## src/hw/rtl/tbd_pkg.sv

```systemverilog
package tbd_pkg;

  localparam int NumButtons = 3;
  localparam int TicksWidth = 10;
  localparam logic [TicksWidth-1:0] DebounceReset = 10'd50;
  localparam int HoldCountWidthDef = 16;
  localparam int ShownWidth = 16;

  typedef enum logic [1:0] {
    PRESS_NONE  = 2'd0,
    PRESS_GREEN = 2'd1,
    PRESS_RED   = 2'd2,
    PRESS_BLUE  = 2'd3
  } press_e;

  // per-button status handed from a lane to the top level
  typedef struct packed {
    logic stable_q;
    logic stable_d;
    logic rise;
  } lane_stat_t;

endpackage

```

## src/hw/rtl/tbd_in_if.sv

```systemverilog
interface tbd_in_if;
  logic valid;
  logic ready;
  logic raw_green;
  logic raw_red;
  logic raw_blue;

  modport source (output valid, output raw_green, output raw_red, output raw_blue,
                  input ready);
  modport sink (input valid, input raw_green, input raw_red, input raw_blue,
                output ready);
endinterface

```

## src/hw/rtl/tbd_out_if.sv

```systemverilog
interface tbd_out_if;
  logic                            valid;
  logic                            ready;
  logic [1:0]                      press_event;
  logic                            stable_green;
  logic                            stable_red;
  logic                            stable_blue;
  logic                            combo_held;
  logic [tbd_pkg::ShownWidth-1:0]  combo_hold_ticks;

  modport source (output valid, output press_event, output stable_green,
                  output stable_red, output stable_blue, output combo_held,
                  output combo_hold_ticks, input ready);
  modport sink (input valid, input press_event, input stable_green,
                input stable_red, input stable_blue, input combo_held,
                input combo_hold_ticks, output ready);
endinterface

```

## src/hw/rtl/tbd_cfg_if.sv

```systemverilog
interface tbd_cfg_if;
  logic                            valid;
  logic                            ready;
  logic [tbd_pkg::TicksWidth-1:0]  debounce_ticks;

  modport source (output valid, output debounce_ticks, input ready);
  modport sink (input valid, input debounce_ticks, output ready);
endinterface

```

## src/hw/rtl/three_button_debouncer_with_hold_timer.sv

```systemverilog
// Three-button debouncer with combo hold timer.
// in_i carries one item per millisecond tick with the raw green, red and blue
// levels. out_o returns one result per item: the press event (highest button
// wins when several rise together), the three debounced levels, the combo
// flag and the combo hold count in ticks, saturating.
// cfg_i writes the debounce time in ticks; it is always ready and is meant
// to be written while no item is in flight.
// An accepted item passes through the input register, then the result
// register, before its result shows on out_o.
// Throughput: one item per cycle while the receiver takes results; all per-button and combo updates are one
// pass of short logic between the input register and the result register.
// The input register keeps taking items while a result waits on out_o; when
// the receiver stalls with both registers full, in_i.ready drops.
// Reset: all buttons released, counters cleared, debounce time 50 ticks,
// no item held.
module three_button_debouncer_with_hold_timer #(
  parameter int HoldCountWidth = tbd_pkg::HoldCountWidthDef
) (
  input  logic         clk_i,
  input  logic         rst_ni,
  tbd_in_if.sink       in_i,
  tbd_out_if.source    out_o,
  tbd_cfg_if.sink      cfg_i
);

  localparam int NB = tbd_pkg::NumButtons;

  logic [tbd_pkg::TicksWidth-1:0] deb_q;
  logic                           s1_valid_q;
  logic [NB-1:0]                  s1_raw_q;
  logic                           adv;
  tbd_pkg::lane_stat_t            stat [NB];
  logic [NB-1:0]                  stab_q, stab_d, rise;
  tbd_pkg::press_e                ev;
  logic [tbd_pkg::ShownWidth-1:0] shown;

  logic                           out_valid_q;
  logic [1:0]                     out_ev_q;
  logic [NB-1:0]                  out_stab_q;
  logic                           out_held_q;
  logic [tbd_pkg::ShownWidth-1:0] out_ticks_q;

  assign cfg_i.ready = 1'b1;

  always_ff @(posedge clk_i or negedge rst_ni) begin
    if (!rst_ni) begin
      deb_q <= tbd_pkg::DebounceReset;
    end else if (cfg_i.valid) begin
      deb_q <= cfg_i.debounce_ticks;
    end
  end

  // advance the held item into the result register when it is free
  assign adv        = s1_valid_q && (!out_valid_q || out_o.ready);
  assign in_i.ready = !s1_valid_q || adv;

  always_ff @(posedge clk_i or negedge rst_ni) begin
    if (!rst_ni) begin
      s1_valid_q <= 1'b0;
    end else if (in_i.ready) begin
      s1_valid_q <= in_i.valid;
    end
  end

  always_ff @(posedge clk_i) begin
    if (in_i.ready && in_i.valid) begin
      s1_raw_q <= {in_i.raw_blue, in_i.raw_red, in_i.raw_green};
    end
  end

  for (genvar b = 0; b < NB; b++) begin : g_lane
    tbd_lane u_lane (
      .clk_i            (clk_i),
      .rst_ni           (rst_ni),
      .en_i             (adv),
      .raw_i            (s1_raw_q[b]),
      .debounce_ticks_i (deb_q),
      .stat_o           (stat[b])
    );
    assign stab_q[b] = stat[b].stable_q;
    assign stab_d[b] = stat[b].stable_d;
    assign rise[b]   = stat[b].rise;
  end

  always_comb begin
    if (rise[2]) begin
      ev = tbd_pkg::PRESS_BLUE;
    end else if (rise[1]) begin
      ev = tbd_pkg::PRESS_RED;
    end else if (rise[0]) begin
      ev = tbd_pkg::PRESS_GREEN;
    end else begin
      ev = tbd_pkg::PRESS_NONE;
    end
  end

  tbd_combo #(
    .HoldCountWidth (HoldCountWidth)
  ) u_combo (
    .clk_i      (clk_i),
    .rst_ni     (rst_ni),
    .en_i       (adv),
    .was_held_i (&stab_q),
    .held_i     (&stab_d),
    .shown_o    (shown)
  );

  always_ff @(posedge clk_i or negedge rst_ni) begin
    if (!rst_ni) begin
      out_valid_q <= 1'b0;
    end else if (adv) begin
      out_valid_q <= 1'b1;
    end else if (out_o.ready) begin
      out_valid_q <= 1'b0;
    end
  end

  always_ff @(posedge clk_i) begin
    if (adv) begin
      out_ev_q    <= ev;
      out_stab_q  <= stab_d;
      out_held_q  <= &stab_d;
      out_ticks_q <= shown;
    end
  end

  assign out_o.valid            = out_valid_q;
  assign out_o.press_event      = out_ev_q;
  assign out_o.stable_green     = out_stab_q[0];
  assign out_o.stable_red       = out_stab_q[1];
  assign out_o.stable_blue      = out_stab_q[2];
  assign out_o.combo_held       = out_held_q;
  assign out_o.combo_hold_ticks = out_ticks_q;

endmodule

```

## src/hw/rtl/tbd_lane.sv

```systemverilog
module tbd_lane (
  input  logic                            clk_i,
  input  logic                            rst_ni,
  input  logic                            en_i,
  input  logic                            raw_i,
  input  logic [tbd_pkg::TicksWidth-1:0]  debounce_ticks_i,
  output tbd_pkg::lane_stat_t             stat_o
);

  logic                            last_q, last_d;
  logic                            stable_q, stable_d;
  logic [tbd_pkg::TicksWidth-1:0]  cnt_q, cnt_d;
  logic                            follow;

  always_comb begin
    last_d = raw_i;
    if (raw_i != last_q) begin
      cnt_d = '0;
    end else if (cnt_q != '1) begin
      cnt_d = cnt_q + 1'b1;
    end else begin
      cnt_d = cnt_q;
    end
    // test against the updated count, so a zero debounce follows at once
    follow   = (cnt_d >= debounce_ticks_i) && (raw_i != stable_q);
    stable_d = follow ? raw_i : stable_q;
  end

  always_ff @(posedge clk_i or negedge rst_ni) begin
    if (!rst_ni) begin
      last_q   <= 1'b0;
      stable_q <= 1'b0;
      cnt_q    <= '0;
    end else if (en_i) begin
      last_q   <= last_d;
      stable_q <= stable_d;
      cnt_q    <= cnt_d;
    end
  end

  assign stat_o.stable_q = stable_q;
  assign stat_o.stable_d = stable_d;
  assign stat_o.rise     = follow & raw_i;

endmodule

```

## src/hw/rtl/tbd_combo.sv

```systemverilog
module tbd_combo #(
  parameter int HoldCountWidth = tbd_pkg::HoldCountWidthDef
) (
  input  logic                            clk_i,
  input  logic                            rst_ni,
  input  logic                            en_i,
  input  logic                            was_held_i,
  input  logic                            held_i,
  output logic [tbd_pkg::ShownWidth-1:0]  shown_o
);

  logic [HoldCountWidth-1:0] cnt_q, cnt_d;

  always_comb begin
    if (!held_i || !was_held_i) begin
      cnt_d = '0;
    end else if (cnt_q != '1) begin
      cnt_d = cnt_q + 1'b1;
    end else begin
      cnt_d = cnt_q;
    end
  end

  always_ff @(posedge clk_i or negedge rst_ni) begin
    if (!rst_ni) begin
      cnt_q <= '0;
    end else if (en_i) begin
      cnt_q <= cnt_d;
    end
  end

  // clamp a wide count to the shown width
  if (HoldCountWidth > tbd_pkg::ShownWidth) begin : g_wide
    assign shown_o = (|cnt_d[HoldCountWidth-1:tbd_pkg::ShownWidth]) ? '1
                     : cnt_d[tbd_pkg::ShownWidth-1:0];
  end else begin : g_narrow
    assign shown_o = tbd_pkg::ShownWidth'(cnt_d);
  end

endmodule

```

## src/flat_wrapper.sv

```systemverilog
// flat-port wrapper written by rule: the top's interface ports become plain ports
module three_button_debouncer_with_hold_timer_flat 
#(
  parameter int HoldCountWidth = tbd_pkg::HoldCountWidthDef
)
  (clk_i, rst_ni, in_i_valid, in_i_raw_green, in_i_raw_red, in_i_raw_blue, in_i_ready, out_o_valid, out_o_press_event, out_o_stable_green, out_o_stable_red, out_o_stable_blue, out_o_combo_held, out_o_combo_hold_ticks, out_o_ready, cfg_i_valid, cfg_i_debounce_ticks, cfg_i_ready);
  tbd_in_if in_i_i ();
  tbd_out_if out_o_i ();
  tbd_cfg_if cfg_i_i ();
  input  logic clk_i;
  input  logic rst_ni;
  input wire logic [$bits(in_i_i.valid)-1:0] in_i_valid;
  input wire logic [$bits(in_i_i.raw_green)-1:0] in_i_raw_green;
  input wire logic [$bits(in_i_i.raw_red)-1:0] in_i_raw_red;
  input wire logic [$bits(in_i_i.raw_blue)-1:0] in_i_raw_blue;
  output wire logic [$bits(in_i_i.ready)-1:0] in_i_ready;
  output wire logic [$bits(out_o_i.valid)-1:0] out_o_valid;
  output wire logic [$bits(out_o_i.press_event)-1:0] out_o_press_event;
  output wire logic [$bits(out_o_i.stable_green)-1:0] out_o_stable_green;
  output wire logic [$bits(out_o_i.stable_red)-1:0] out_o_stable_red;
  output wire logic [$bits(out_o_i.stable_blue)-1:0] out_o_stable_blue;
  output wire logic [$bits(out_o_i.combo_held)-1:0] out_o_combo_held;
  output wire logic [$bits(out_o_i.combo_hold_ticks)-1:0] out_o_combo_hold_ticks;
  input wire logic [$bits(out_o_i.ready)-1:0] out_o_ready;
  input wire logic [$bits(cfg_i_i.valid)-1:0] cfg_i_valid;
  input wire logic [$bits(cfg_i_i.debounce_ticks)-1:0] cfg_i_debounce_ticks;
  output wire logic [$bits(cfg_i_i.ready)-1:0] cfg_i_ready;
  assign in_i_i.valid = in_i_valid;
  assign in_i_i.raw_green = in_i_raw_green;
  assign in_i_i.raw_red = in_i_raw_red;
  assign in_i_i.raw_blue = in_i_raw_blue;
  assign in_i_ready = in_i_i.ready;
  assign out_o_valid = out_o_i.valid;
  assign out_o_press_event = out_o_i.press_event;
  assign out_o_stable_green = out_o_i.stable_green;
  assign out_o_stable_red = out_o_i.stable_red;
  assign out_o_stable_blue = out_o_i.stable_blue;
  assign out_o_combo_held = out_o_i.combo_held;
  assign out_o_combo_hold_ticks = out_o_i.combo_hold_ticks;
  assign out_o_i.ready = out_o_ready;
  assign cfg_i_i.valid = cfg_i_valid;
  assign cfg_i_i.debounce_ticks = cfg_i_debounce_ticks;
  assign cfg_i_ready = cfg_i_i.ready;
  three_button_debouncer_with_hold_timer #(.HoldCountWidth(HoldCountWidth)) u_core (.clk_i(clk_i), .rst_ni(rst_ni), .in_i(in_i_i), .out_o(out_o_i), .cfg_i(cfg_i_i));
endmodule
```

## config.mk

```make
export PLATFORM = sky130hd
export DESIGN_NAME = three_button_debouncer_with_hold_timer_flat
export DESIGN_NICKNAME = d
export VERILOG_FILES = /design/src/hw/rtl/tbd_pkg.sv /design/src/hw/rtl/tbd_in_if.sv /design/src/hw/rtl/tbd_out_if.sv /design/src/hw/rtl/tbd_cfg_if.sv /design/src/hw/rtl/three_button_debouncer_with_hold_timer.sv /design/src/hw/rtl/tbd_lane.sv /design/src/hw/rtl/tbd_combo.sv /design/src/flat_wrapper.sv
export SDC_FILE = /design/constraint.sdc
export NUM_CORES = 1
export LEC_CHECK = 0
export BUFFER_PORTS_ARGS = -buffer_cell sky130_fd_sc_hd__buf_2
export CAP_MARGIN = 25
export CORE_AREA = 2 2 113 115
export CTS_CLUSTER_DIAMETER = 120
export CTS_CLUSTER_SIZE = 10
export DETAILED_ROUTE_END_ITERATION = 12
export DIE_AREA = 0 0 115 117
export PLACE_DENSITY = 0.59
export SLEW_MARGIN = 20
export SYNTH_ARGS = -nofsm -noshare
export SYNTH_HDL_FRONTEND = slang
export SYNTH_SLANG_ARGS = --single-unit
export TNS_END_PERCENT = 1
```

## constraint.sdc

```tcl
create_clock -name clk_i -period 9.8 [get_ports clk_i]
set_input_delay 1.96 -clock clk_i [delete_from_list [all_inputs] [get_ports clk_i]]
set_output_delay 1.96 -clock clk_i [all_outputs]
set_load 0.02 [all_outputs]
```

# [After elaboration in Yosys (flattened, before gate mapping)]
# Cells that the tools add are included.
[op_classes] n_reduce_logical=16 muxes=15 eq_ne=10 n_bitwise=3 n_lt_le_gt_ge=3 n_addsub=4
[ops] cell="$mux 10" n=6
[ops] cell="$mux 16" n=2
[ops] cell="$add 10x1->10 const B" n=3
[ops] cell="$ge 10x10->1" n=3
[ops] cell="$ne 10x10->1 const B" n=3
[ops] cell="$add 16x1->16 const B" n=1
[ops] cell="$ne 16x16->1 const B" n=1
[ops] cell="$mux 1" n=7
[ops] cell="$ne 1x1->1" n=6
[ops] cell="$reduce_and 3->1" n=2
[ops] cell="$logic_and 1x1->1" n=5
[ops] cell="$logic_not 1->1" n=4
[ops] cell="$and 1x1->1" n=3
[ops] cell="$logic_or 1x1->1" n=3
[ops] cell="$reduce_bool 2->1" n=1
[ops] cell="$reduce_or 2->1" n=1
[totals] in_bits=18 elab_cells=70 ff_bits=89 output_inout_bits=25

# [Longest topological paths before layout]
[depth] depth_word=10 mapped_depth=16 depth_no_buf=14

# [By module]
# A second synthesis with hierarchy kept.
[unflattened] cells_unflattened=601 area_unflattened_um2=5729.2
[modules_own_cells] module="tbd_lane" cells_each=129 area_per_inst_um2=1054.8 n_inst=3 seq_area_each_um2=300.3
[modules_own_cells] module="three_button_debouncer_with_hold_timer" cells_each=61 area_per_inst_um2=1296.2 n_inst=1 seq_area_each_um2=1054.8
[modules_own_cells] module="tbd_combo" cells_each=153 area_per_inst_um2=1268.7 n_inst=1 seq_area_each_um2=400.4

# [Worst setup path before layout]
# OpenSTA, ideal clock, no wires.
[synth_path] path_kind="input port to output port" from="in out_o_ready" to="out in_i_ready" arrival_ps=2238 path_buffers=0 path_stages=1 required_ps=7840 path_slack_ps=5602 path_cell_list="nand3b_1"
[synth_between] elab_chain_len=3
[synth_rtl] element="start: declaration" line_no="flat_wrapper.sv:24" rtl="input wire logic [$bits(out_o_i.ready)-1:0] out_o_ready;"
[synth_rtl] element="$logic_or 1x1->1" line_no="three_button_debouncer_with_hold_timer.sv:54" rtl="assign adv = s1_valid_q && (!out_valid_q || out_o.ready);"
[synth_rtl] element="$logic_and 1x1->1" line_no="three_button_debouncer_with_hold_timer.sv:54"
[synth_rtl] element="$logic_or 1x1->1" line_no="three_button_debouncer_with_hold_timer.sv:55" rtl="assign in_i.ready = !s1_valid_q || adv;"
[synth_rtl] element="end: declaration" line_no="flat_wrapper.sv:16" rtl="output wire logic [$bits(in_i_i.ready)-1:0] in_i_ready;"
# No other way between the ends.

# [Final worst setup path]
# Ends and elaborated chain as after synthesis.

==> impl_metrics.env <==
export IMPL_critPathKind="in2out"
export IMPL_cts_resized=0
export IMPL_die_w_um=115
export IMPL_initial_core_util_pct=42.2
export IMPL_grt_pass1_wl_mm=18.9
export IMPL_rsz0062_at_grt="false"
export IMPL_place_gp_congestion=0.810
export IMPL_num_vias=4066
export IMPL_track_usage_pct=17.9
export IMPL_syn_area_per_cell_um2=9.49
export IMPL_worstSkewPairLatency_ns=0.35
export IMPL_cp_max_fo=3
export IMPL_relSlewSlack_pct=37.6
export IMPL_rows=41
export IMPL_via_per_inst=5.56
export IMPL_drc=0
export IMPL_fin_crit_sh_pct=44.7
export IMPL_antenna_found_initial=0
export IMPL_clk_pin_slew_worst_paths_ns=0.06
export IMPL_io_buffers=41
export IMPL_syn_nets=599
export IMPL_ys_warn_count=0
export IMPL_yosysTopAreaCell="dfrtp_1"
export IMPL_critical_path_required_ns=7.84
export IMPL_dieArea_mm2=0.0135
export IMPL_critical_path_top_delay_family="buffers and inverters"
export IMPL_critPathMaxStageDelay_ns=0.18
export IMPL_core_area_mm2=0.0123
export IMPL_tightest_slew_ns=0.932
export IMPL_slew_violations=0
export IMPL_cts_tree="done"
export IMPL_crit_arrival_ns=2.42
export IMPL_hold_viol_final=0
export IMPL_cp_slowest_cell="nand3b_1"
export IMPL_clock_path_buffers=2
export IMPL_cts_buffers=9
export IMPL_synth_top_cell_area_share_pct=29.4
export IMPL_antenna_left=0
export IMPL_ys_flop_type="dfrtp_1"
export IMPL_synth_area_top_cells="dfrtp_1, edfxtp_1, ha_1, nand2_1, o21ai_0"
export IMPL_routed_wl_mm=11.2
export IMPL_syn2layout_area_growth_pct=11.6
export IMPL_cts_sinks=89
export IMPL_synth_distinct_cells=45
export IMPL_ys_seq_elements=89
export IMPL_setup_viol=0
export IMPL_die_h_um=117
export IMPL_grt_max_degree=65
export IMPL_cts_hold_buf=0
export IMPL_layout_nets=628
export IMPL_tns_ns=0
export IMPL_cts_setup_buffers=0
export IMPL_place_detailed_hpwl_mm=7.65
export IMPL_seq_area_frac_synth_pct=45.4
export IMPL_synth_edf_count=25
export IMPL_crit_top_cell="buf_2"
export IMPL_drt_pass1_iterations=4
export IMPL_critPathLaunchType="input pin"
export IMPL_hp_class="reg2reg"
export IMPL_syn_area_mm2=0.00519
export IMPL_clock_fmax_ghz=0.228
export IMPL_p_leak_nw=2.65
export IMPL_num_antenna_cells=0
export IMPL_gr_total_overflow=0
export IMPL_cp_cell_sequence="buf_2 -> nand3b_1 -> buf_2"
export IMPL_drive_gt1_share_pct=13.4
export IMPL_grt_pass1_vias=3918
export IMPL_ir_drop_mv=0.0766
export IMPL_status="finished clean"
export IMPL_fin_util_pct=47.1
export IMPL_htreeDepth=3
export IMPL_wl_per_cell_um=15.3
export IMPL_drt_iter0_markers=215
export IMPL_clock_root_buffer="clkbuf_16"
export IMPL_clock_skew_ns=0.0109
export IMPL_power_density_mw_per_mm2=181
export IMPL_synthArstFlopShare_pct=71.9
export IMPL_path_buf_inv=2
export IMPL_max_cap_viol_count=0
export IMPL_endpoint_kind="primary output"
export IMPL_syn_inst=547
export IMPL_pin_count=43
export IMPL_finalCriticalPeriod_ns=4.38
metrics by stage:
stage / hold WS [ns] / instances / instance area [um2] / worst slack [ns] / total power (W)
CTS: 0.515 / 731 / 5790 / 5.42 / 0.00106
global route: 0.545 / 731 / 5800 / 5.22 / 0.00112
global placement: 0.481 / 714 / 5510 / 5.45 / 0.000725
detailed placement: 0.499 / 715 / 5520 / 5.42 / 0.000734
floorplan: 0.457 / 547 / 5190 / 5.60 / 0.000656
finish: 0.508 / 731 / 5800 / 5.42 / 0.00105
layout make-up:
class,count,area (um2)
clock buffer,10,229
multi-input combinational,413,2670
timing repair buffer,47,250
fill,1156,6520
inverter,16,60.1
clock inverter,6,41.3
sequential,89,2360
tap,150,188
cells by family (layout without fill, tap and decap cells):
logic type | count (synthesis) | in the layout | share of synthesized area [%]
flops | 89 | 89 | 45.4
buf+inv | 45 | 79 | 3.37
compound gates | 108 | 108 | 14.0
simple gates | 227 | 227 | 21.2
fa+ha+maj | 34 | 34 | 8.19
xor+xnor | 29 | 29 | 4.89
other cells | 1 | 1 | 0.0722
mux | 14 | 14 | 2.89
report_power, final:
group	total (W)	internal, W	leakage, nW	switching (W)
sequential	0.000462	0.000428	1.08	0.0000336
clock	0.000323	0.000173	0.137	0.000150
combinational	0.000264	0.0000860	1.43	0.000178
Yosys cell counts (all sizes together) (2+ instances only):
cell and count:
or2 2, and3 22, nand3 21, nand4 12, a41oi 3, a31oi 6
dfrtp 61, mux2i 6, nand3b 2, nor3 8, dfstp 3, xnor2 10
edfxtp 25, nor2b 7, a211oi 9, nand2b 12, o21ai 36, ha 34
or3 4, mux2 8, buf 4, a311oi 3, xor2 19, o31ai 16
a32o 16, a21oi 15, and4 4, nor2 45, nand2 80, clkbuf 25
inv 15, or3b 4
cells in the final DEF (no fill, tap or decap), drive strengths merged, types with 2 or more instances in the layout:
| cell | netlist | routed |
|---|---|---|
| or3 | 4 | 4 |
| nor2b | 7 | 7 |
| a32o | 16 | 16 |
| a31oi | 6 | 6 |
| nand3 | 21 | 21 |
| mux2i | 6 | 6 |
| a211oi | 9 | 9 |
| xnor2 | 10 | 10 |
| and4 | 4 | 4 |
| nand2 | 80 | 80 |
| nand4 | 12 | 12 |
| a21oi | 15 | 15 |
| clkbuf | 25 | 10 |
| dfrtp | 61 | 61 |
| a41oi | 3 | 3 |
| buf | 4 | 47 |
| inv | 15 | 17 |
| nor3 | 8 | 8 |
| or2 | 2 | 2 |
| nand3b | 2 | 2 |
| clkinv | 1 | 5 |
| a311oi | 3 | 3 |
| xor2 | 19 | 19 |
| o21ai | 36 | 36 |
| edfxtp | 25 | 25 |
| nand2b | 12 | 12 |
| mux2 | 8 | 8 |
| dfstp | 3 | 3 |
| o31ai | 16 | 16 |
| ha | 34 | 34 |
| nor2 | 45 | 45 |
| or3b | 4 | 4 |
| and3 | 22 | 22 |
worst min-delay path, cell delays in order, from the launching register on:
cell     delay [ns]
dfrtp_1        0.36
nand2_1        0.06
nand2_1        0.06
metal layers:
layer  global-route usage [%]  part of all wire (%)
met5                        0                     0
met4                     7.55                   2.1
met3                     3.60                   3.9
met2                     29.1                    48
met1                     23.3                    46
worst paths after layout:
| path | start | end | slack [ns] | cells past startpoint |
|---|---|---|---|---|
| max | out_o_ready | in_i_ready | 5.42 | 3 |
| min | u_core.g_lane[2].u_lane.last_q$_DFFE_PN0P_ | u_core.g_lane[2].u_lane.last_q$_DFFE_PN0P_ | 0.51 | 2 |
| max reg2reg | u_core.g_lane[2].u_lane.cnt_q[0]$_DFFE_PN0P_ | u_core.out_o.combo_hold_ticks[0]$_DFFE_PP_ | 5.55 | 14 |
| min reg2reg | u_core.g_lane[2].u_lane.last_q$_DFFE_PN0P_ | u_core.g_lane[2].u_lane.last_q$_DFFE_PN0P_ | 0.51 | 2 |
| max in group asynchronous | rst_ni | u_core.g_lane[2].u_lane.cnt_q[0]$_DFFE_PN0P_ | 7.42 | 2 |
| min in group asynchronous | rst_ni | u_core.g_lane[0].u_lane.cnt_q[4]$_DFFE_PN0P_ | 1.79 | 2 |
registers in the layout, summed over array words and instances, names as in the netlist:
signal	count
u_core.deb_q	10
u_core.g_lane.u_lane.cnt_q	30
u_core.g_lane.u_lane.last_q	3
u_core.g_lane.u_lane.stable_q	3
u_core.out_o.combo_held	1
u_core.out_o.combo_hold_ticks	16
u_core.out_o.press_event	2
u_core.out_o.valid	1
u_core.out_stab_q	3
u_core.s1_raw_q	3
u_core.s1_valid_q	1
u_core.u_combo.cnt_q	16
Power figures use the tool's default switching activity.
